## config.mk

```make
export PLATFORM = sky130hd
export DESIGN_NAME = reduced_sha256_pair_check
export DESIGN_NICKNAME = d
export VERILOG_FILES = /design/src/hdl/rsc_pkg.sv /design/src/hdl/rsc_cell.sv /design/src/hdl/rsc_lane.sv /design/src/hdl/reduced_sha256_pair_check.sv
export SDC_FILE = /design/constraint.sdc
export NUM_CORES = 2
export LEC_CHECK = 0
export BUFFER_PORTS_ARGS = -buffer_cell sky130_fd_sc_hd__buf_2
export CORE_MARGIN = 3
export CORE_UTILIZATION = 45
export DETAILED_ROUTE_END_ITERATION = 8
export GPL_ROUTABILITY_DRIVEN = 0
export PLACE_DENSITY = 0.66
export SLEW_MARGIN = 40
export SYNTH_ARGS = -nofsm -noshare
export SYNTH_HDL_FRONTEND = slang
export SYNTH_HIERARCHICAL = 1
export SYNTH_SLANG_ARGS = --single-unit
```

## constraint.sdc

```tcl
create_clock -name i_clk -period 9.4 [get_ports i_clk]
set_clock_uncertainty 0.2 [all_clocks]
set_input_delay 0.47 -clock i_clk [delete_from_list [all_inputs] [get_ports i_clk]]
set_output_delay 0.47 -clock i_clk [all_outputs]
set_load 0.05 [all_outputs]
```

## src/hdl/rsc_pkg.sv

```systemverilog
// Shared types, constants and word functions for the reduced-width SHA-256 pair check.
// No dependencies; imported by every module of the block.
package rsc_pkg;

    localparam int WORD_BITS = 19;
    localparam int ROUNDS    = 57;
    localparam int MSG_WORDS = 16;
    localparam int CNT_BITS  = $clog2(ROUNDS + 1);

    typedef logic [WORD_BITS-1:0] t_word;
    typedef logic [CNT_BITS-1:0]  t_round;

    typedef struct packed {
        logic load;
        logic step;
    } t_lane_ctrl;

    localparam t_word TOP_BIT = t_word'(1) << (WORD_BITS - 1);

    localparam logic [31:0] ROUND_K [64] = '{
        32'h428a2f98, 32'h71374491, 32'hb5c0fbcf, 32'he9b5dba5,
        32'h3956c25b, 32'h59f111f1, 32'h923f82a4, 32'hab1c5ed5,
        32'hd807aa98, 32'h12835b01, 32'h243185be, 32'h550c7dc3,
        32'h72be5d74, 32'h80deb1fe, 32'h9bdc06a7, 32'hc19bf174,
        32'he49b69c1, 32'hefbe4786, 32'h0fc19dc6, 32'h240ca1cc,
        32'h2de92c6f, 32'h4a7484aa, 32'h5cb0a9dc, 32'h76f988da,
        32'h983e5152, 32'ha831c66d, 32'hb00327c8, 32'hbf597fc7,
        32'hc6e00bf3, 32'hd5a79147, 32'h06ca6351, 32'h14292967,
        32'h27b70a85, 32'h2e1b2138, 32'h4d2c6dfc, 32'h53380d13,
        32'h650a7354, 32'h766a0abb, 32'h81c2c92e, 32'h92722c85,
        32'ha2bfe8a1, 32'ha81a664b, 32'hc24b8b70, 32'hc76c51a3,
        32'hd192e819, 32'hd6990624, 32'hf40e3585, 32'h106aa070,
        32'h19a4c116, 32'h1e376c08, 32'h2748774c, 32'h34b0bcb5,
        32'h391c0cb3, 32'h4ed8aa4a, 32'h5b9cca4f, 32'h682e6ff3,
        32'h748f82ee, 32'h78a5636f, 32'h84c87814, 32'h8cc70208,
        32'h90befffa, 32'ha4506ceb, 32'hbef9a3f7, 32'hc67178f2
    };

    localparam logic [31:0] INIT_H [8] = '{
        32'h6a09e667, 32'hbb67ae85, 32'h3c6ef372, 32'ha54ff53a,
        32'h510e527f, 32'h9b05688c, 32'h1f83d9ab, 32'h5be0cd19
    };

    // round(k*WORD_BITS/32), half to even, at least 1
    function automatic int scaled(input int k);
        int p;
        int q;
        int r;
        p = k * WORD_BITS;
        q = p / 32;
        r = p % 32;
        if (r > 16 || (r == 16 && (q % 2) == 1)) begin
            q = q + 1;
        end
        return (q < 1) ? 1 : q;
    endfunction

    localparam int S0A = scaled(7);
    localparam int S0B = scaled(18);
    localparam int S0C = scaled(3);
    localparam int S1A = scaled(17);
    localparam int S1B = scaled(19);
    localparam int S1C = scaled(10);
    localparam int E0A = scaled(2);
    localparam int E0B = scaled(13);
    localparam int E0C = scaled(22);
    localparam int E1A = scaled(6);
    localparam int E1B = scaled(11);
    localparam int E1C = scaled(25);

    function automatic t_word rotr(input t_word x, input int k);
        int kk;
        kk = k % WORD_BITS;
        if (kk == 0) begin
            return x;
        end
        return (x >> kk) | (x << (WORD_BITS - kk));
    endfunction

    function automatic t_word round_k(input t_round idx);
        logic [5:0] i6;
        i6 = 6'(idx);
        return ROUND_K[i6][WORD_BITS-1:0];
    endfunction

    function automatic t_word init_h(input int i);
        return INIT_H[i][WORD_BITS-1:0];
    endfunction

endpackage

```

## src/hdl/rsc_cell.sv

```systemverilog
// One message-schedule cell: holds one word, loads it or takes its neighbor's each round.
// Depends on rsc_pkg.
module rsc_cell (
    input  logic               i_clk,
    input  rsc_pkg::t_lane_ctrl i_ctrl,
    input  rsc_pkg::t_word     i_load_word,
    input  rsc_pkg::t_word     i_shift_word,
    output rsc_pkg::t_word     o_word
);
    import rsc_pkg::*;

    t_word r_word;

    always_ff @(posedge i_clk) begin
        if (i_ctrl.load) begin
            r_word <= i_load_word;
        end else if (i_ctrl.step) begin
            r_word <= i_shift_word;
        end
    end

    assign o_word = r_word;

endmodule

```

## src/hdl/rsc_lane.sv

```systemverilog
// One compression lane: a chain of 16 schedule cells feeding a one-round-per-cycle round unit.
// Depends on rsc_pkg and rsc_cell.
module rsc_lane (
    input  logic                i_clk,
    input  rsc_pkg::t_lane_ctrl i_ctrl,
    input  rsc_pkg::t_word      i_word0,
    input  rsc_pkg::t_word      i_word9,
    input  rsc_pkg::t_word      i_fill,
    input  rsc_pkg::t_word      i_k,
    output rsc_pkg::t_word      o_a
);
    import rsc_pkg::*;

    t_word win [MSG_WORDS];
    t_word shift_in [MSG_WORDS];
    t_word load_in [MSG_WORDS];
    t_word sig0;
    t_word sig1;
    t_word w_new;

    t_word r_a, r_b, r_c, r_d, r_e, r_f, r_g, r_h;
    t_word big0, big1, ch, maj, t1, t2;

    // window holds w[i .. i+15]; new word is w[i+16]
    assign sig1  = rotr(win[14], S1A) ^ rotr(win[14], S1B) ^ (win[14] >> S1C);
    assign sig0  = rotr(win[1], S0A) ^ rotr(win[1], S0B) ^ (win[1] >> S0C);
    assign w_new = sig1 + win[9] + sig0 + win[0];

    genvar j;
    generate
        for (j = 0; j < MSG_WORDS; j++) begin : g_cell
            if (j == MSG_WORDS - 1) begin : g_tail
                assign shift_in[j] = w_new;
            end else begin : g_body
                assign shift_in[j] = win[j+1];
            end
            if (j == 0) begin : g_w0
                assign load_in[j] = i_word0;
            end else if (j == 9) begin : g_w9
                assign load_in[j] = i_word9;
            end else begin : g_wf
                assign load_in[j] = i_fill;
            end
            rsc_cell u_cell (
                .i_clk        (i_clk),
                .i_ctrl       (i_ctrl),
                .i_load_word  (load_in[j]),
                .i_shift_word (shift_in[j]),
                .o_word       (win[j])
            );
        end
    endgenerate

    assign big1 = rotr(r_e, E1A) ^ rotr(r_e, E1B) ^ rotr(r_e, E1C);
    assign ch   = (r_e & r_f) ^ (~r_e & r_g);
    assign t1   = r_h + big1 + ch + i_k + win[0];
    assign big0 = rotr(r_a, E0A) ^ rotr(r_a, E0B) ^ rotr(r_a, E0C);
    assign maj  = (r_a & r_b) ^ (r_a & r_c) ^ (r_b & r_c);
    assign t2   = big0 + maj;

    always_ff @(posedge i_clk) begin
        if (i_ctrl.load) begin
            r_a <= init_h(0);
            r_b <= init_h(1);
            r_c <= init_h(2);
            r_d <= init_h(3);
            r_e <= init_h(4);
            r_f <= init_h(5);
            r_g <= init_h(6);
            r_h <= init_h(7);
        end else if (i_ctrl.step) begin
            r_h <= r_g;
            r_g <= r_f;
            r_f <= r_e;
            r_e <= r_d + t1;
            r_d <= r_c;
            r_c <= r_b;
            r_b <= r_a;
            r_a <= t1 + t2;
        end
    end

    assign o_a = r_a;

endmodule

```

## src/hdl/reduced_sha256_pair_check.sv

```systemverilog
// Top level of the reduced-width SHA-256 pair check: control, two lanes, result register.
// Depends on rsc_pkg and rsc_lane.
//
// Each beat carries a candidate word 0 and a fill word. Two 19-bit SHA-256 compressions run
// side by side, one on the plain message and one with the top bit flipped in words 0 and 9,
// each through 57 rounds; the beat out gives both final a words and their equality. An
// item passes through the accept, the rounds of the single round unit in each lane (one
// round per cycle, schedule words marching down a 16-cell chain) and the capture of the
// result, which waits while an earlier result is still unaccepted. The input is taken only
// while no item is in flight; a waiting result does not block the next accept.
module reduced_sha256_pair_check (
    input  logic           i_clk,
    input  logic           i_rst_n,
    input  logic           i_in_valid,
    output logic           o_in_ready,
    input  rsc_pkg::t_word i_first_word,
    input  rsc_pkg::t_word i_fill_word,
    output logic           o_out_valid,
    input  logic           i_out_ready,
    output rsc_pkg::t_word o_a_plain,
    output rsc_pkg::t_word o_a_flipped,
    output logic           o_match
);
    import rsc_pkg::*;

    typedef enum logic {S_IDLE, S_RUN} t_state;

    t_state     r_state;
    t_round     r_round;
    logic       r_out_valid;
    t_word      r_a_plain;
    t_word      r_a_flipped;
    logic       r_match;

    t_lane_ctrl ctrl;
    t_word      k_word;
    t_word      a_plain;
    t_word      a_flipped;
    logic       in_beat;
    logic       rounds_done;
    logic       out_free;
    logic       out_load;

    assign in_beat     = i_in_valid && (r_state == S_IDLE);
    assign rounds_done = (r_round == t_round'(ROUNDS));
    assign out_free    = !r_out_valid || i_out_ready;
    assign out_load    = (r_state == S_RUN) && rounds_done && out_free;
    assign ctrl.load   = in_beat;
    assign ctrl.step   = (r_state == S_RUN) && !rounds_done;
    assign k_word      = round_k(r_round);

    rsc_lane u_lane_plain (
        .i_clk   (i_clk),
        .i_ctrl  (ctrl),
        .i_word0 (i_first_word),
        .i_word9 (i_fill_word),
        .i_fill  (i_fill_word),
        .i_k     (k_word),
        .o_a     (a_plain)
    );

    rsc_lane u_lane_flipped (
        .i_clk   (i_clk),
        .i_ctrl  (ctrl),
        .i_word0 (i_first_word ^ TOP_BIT),
        .i_word9 (i_fill_word ^ TOP_BIT),
        .i_fill  (i_fill_word),
        .i_k     (k_word),
        .o_a     (a_flipped)
    );

    always_ff @(posedge i_clk) begin
        if (!i_rst_n) begin
            r_state     <= S_IDLE;
            r_round     <= '0;
            r_out_valid <= 1'b0;
        end else begin
            if (out_load) begin
                r_out_valid <= 1'b1;
            end else if (r_out_valid && i_out_ready) begin
                r_out_valid <= 1'b0;
            end
            case (r_state)
                S_IDLE: begin
                    if (in_beat) begin
                        r_state <= S_RUN;
                        r_round <= '0;
                    end
                end
                S_RUN: begin
                    if (!rounds_done) begin
                        r_round <= r_round + t_round'(1);
                    end else if (out_free) begin
                        r_state     <= S_IDLE;
                        r_a_plain   <= a_plain;
                        r_a_flipped <= a_flipped;
                        r_match     <= (a_plain == a_flipped);
                    end
                end
                default: begin
                    r_state <= S_IDLE;
                end
            endcase
        end
    end

    assign o_in_ready  = (r_state == S_IDLE);
    assign o_out_valid = r_out_valid;
    assign o_a_plain   = r_a_plain;
    assign o_a_flipped = r_a_flipped;
    assign o_match     = r_match;

endmodule

```

==> qor.csv <==
metric,value,unit
Worst-path clk slew,0.06,ns
CP Max Fanout,13,
Clock Sinks,959,
worst skew pair latency,0.76,ns
reg2reg end,u_lane_flipped/o_a[18]$_SDFFE_PP0P_,
worst slew pin tran,0.8445,ns
Place WS,0.7499,ns
sequential fraction of the synthesis area,44.24,%
largest net degree at the start of global routing,126,
R2R Path Start,r_round[0]$_SDFFE_PN0P_,
Slew headroom,43.30,%
hpwl dp,97420,microns
Setup WS post-layout,0.5416,ns
cell taking the most area after synthesis,edfxtp_1,
H-Tree Depth,3,
port bufs,82,
number of I/O pins,83,
Crit path largest cell delay,0.77,ns
Mean Syn Cell Area,12.73,sq um
min Tclk post-route,8.858,ns
fraction of registers with async set or reset after synthesis,0,%
Fmax,112.9,MHz
Total Wirelength,142200,microns
synth unique cells,105,
Final Cell Area,63220,sq um
Tcrit/Tclk final,94.24,%
global-route wire length before repair,212600,microns
Hold Path Stages,2,
# DRC,0,
Site Rows,131,
"Cell Count, Final, Fillers Out",6338,
layout cells sized above 1,21.13,%
Avg WL per Cell,22.43,microns
Multi-input gate area,29430,sq um
number of synthesized flops with an enable pin,647,
# diodes,0,
initial antenna violation count,0,
Num CTS Buffers,101,
die width,365.1,microns
Setup CP Type,reg -> reg,
initial drt markers,3641,
Synth Cell Area,58040,sq um
fin. max-slew vios,0,
synthesized instance count,4558,
Arrival @ worst endpoint,9.30,ns
critical path capture point type,register,
Main synth FF type,edfxtp_1,
core area,127800,sq um
GR Overflow Total,0,
most common cell in the netlist,edfxtp_1,
Die H,365.1,microns
DP Area,59540,sq um
largest cells by area after synthesis,"edfxtp_1 33%, mux2_4 16%, dfxtp_1 11%",
FF-to-FF path depth,31,
DP Cell Count,6129,
vias in the first global route,33830,
Filler cells,10960,
Final setup viols,0,
vias after detailed routing,35050,
hold crit path type,in -> reg,
post-route ant nets,0,
RSZ-0062 raised after global routing,no,
Synth Net Count,4976,
All-Layer GR Usage,20.98,%
P&R area growth vs syn,8.936,%
Nets,5014,
Max-cap violations,0,
hold path start,i_fill_word[3],
Final Hold Fails,0,
FF+latch area,25680,sq um
Synth top cells by count,"647 x edfxtp_1, 608 x mux2_4, 405 x inv_1",
Yosys warnings,6,
Crit-path slowest cell,ha_1,
Initial Utilization,45.39,%
Hold Path Sink,u_lane_plain/g_cell[12].u_cell/o_word[3]$_DFFE_PP_,
CTS tree,yes,
CTS Buffer Depth,3,
Via density,5.530,
final setup TNS,0,ns
Pre-antenna DRT Iters,9,
Yosys reg bits,959,
type of origin of the critical path,register,
WP data required,9.85,ns
post-synth top area share,33.48,%
flop2flop setup slack,0.54,ns
# Post-CTS Setup Buffers,0,
die area,133300,sq um
Clock Tree Root,clkbuf_16,
status,completed,
[cell type report]
| class | instances | share of cell area (%) |
|---|---|---|
| Multi-Input combinational cell | 2981 | 46.56 |
| Sequential cell | 959 | 40.61 |
| Clock buffer | 127 | 4.330 |
| Tap cell | 1662 | 3.289 |
| Inverter | 411 | 2.440 |
| Timing Repair Buffer | 142 | 1.740 |
| Clock inverter | 56 | 1.029 |
[worst max-delay path by stage]
stage,cells after the start,slack [ns],start,endpoint
5_1_grt,29,0.08,r_round[0]$_SDFFE_PN0P_,u_lane_flipped/o_a[18]$_SDFFE_PP0P_
3_5_place_dp,30,0.75,r_round[0]$_SDFFE_PN0P_,u_lane_flipped/o_a[18]$_SDFFE_PP0P_
4_1_cts,30,0.73,r_round[0]$_SDFFE_PN0P_,u_lane_flipped/o_a[18]$_SDFFE_PP0P_
3_3_place_gp,30,0.96,r_round[0]$_SDFFE_PN0P_,u_lane_flipped/o_a[18]$_SDFFE_PP0P_
6_report,31,0.54,r_round[0]$_SDFFE_PN0P_,u_lane_flipped/o_a[18]$_SDFFE_PP0P_
2_1_floorplan,32,1.48,r_round[0]$_SDFFE_PN0P_,u_lane_flipped/o_a[18]$_SDFFE_PP0P_
[metal layers]
layer  vias to the layer above  global-route usage (%)  part of all wire, %
li1                      16060                       -                    -
met5                         -                       0                    0
met2                      1304                   31.64                   43
met1                     17410                   31.15                   47
met4                         0                   5.492                  2.7
met3                       278                   3.657                  6.9
[worst max-delay path: cells and delay by family, from the launching register on]
kind                       cells  cell delay [ns]
DFF                            1             0.33
AOI/OAI and AO/OA             16             3.51
adders and majority gates      7             3.47
xor gates and xnor gates       2             0.56
and+or+nand+nor                1             0.28
buffers and inverters          5             0.47
[through the flow]
stage	utilization, %	hold slack [ns]
global route	49.45	0.1243
CTS	49.40	0.1188
floorplan	-	0.2436
global placement	46.47	0.2645
detailed placement	46.57	0.2697
finish	49.45	0.1583
[logic make-up after synthesis]
logic type | after synthesis | share of synthesized area [%]
buf+inv | 618 | 5.086
fa+ha+maj | 396 | 11.27
simple gates | 731 | 5.834
flops | 959 | 44.24
xor+xnor | 405 | 6.211
mux | 905 | 21.00
compound gates | 544 | 6.356
[layout by cell type, fill, tap and decap left out, drive strengths merged, types with 49 or more instances in the layout]
| master | Yosys | final |
|---|---|---|
| mux2 | 628 | 628 |
| clkbuf | 89 | 127 |
| dfxtp | 312 | 312 |
| mux2i | 272 | 272 |
| xor2 | 146 | 146 |
| ha | 158 | 158 |
| nor2 | 213 | 213 |
| inv | 409 | 413 |
| xnor2 | 256 | 256 |
| buf | 117 | 119 |
| fa | 218 | 218 |
| edfxtp | 647 | 647 |
| nand2 | 247 | 247 |
| a21oi | 137 | 137 |
| o21ai | 107 | 107 |
| a21o | 49 | 49 |
[repair_timing]
action                                  4_1_cts  5_1_grt
endpoints found under the setup margin        0        0
hold buffers                                 23        0
resized for setup                             0        0
endpoints found under the hold margin        44        0
Power is left out: the tool's default activity adds up to more than one toggle a clock period on the data nets, which glitch-free logic cannot reach.
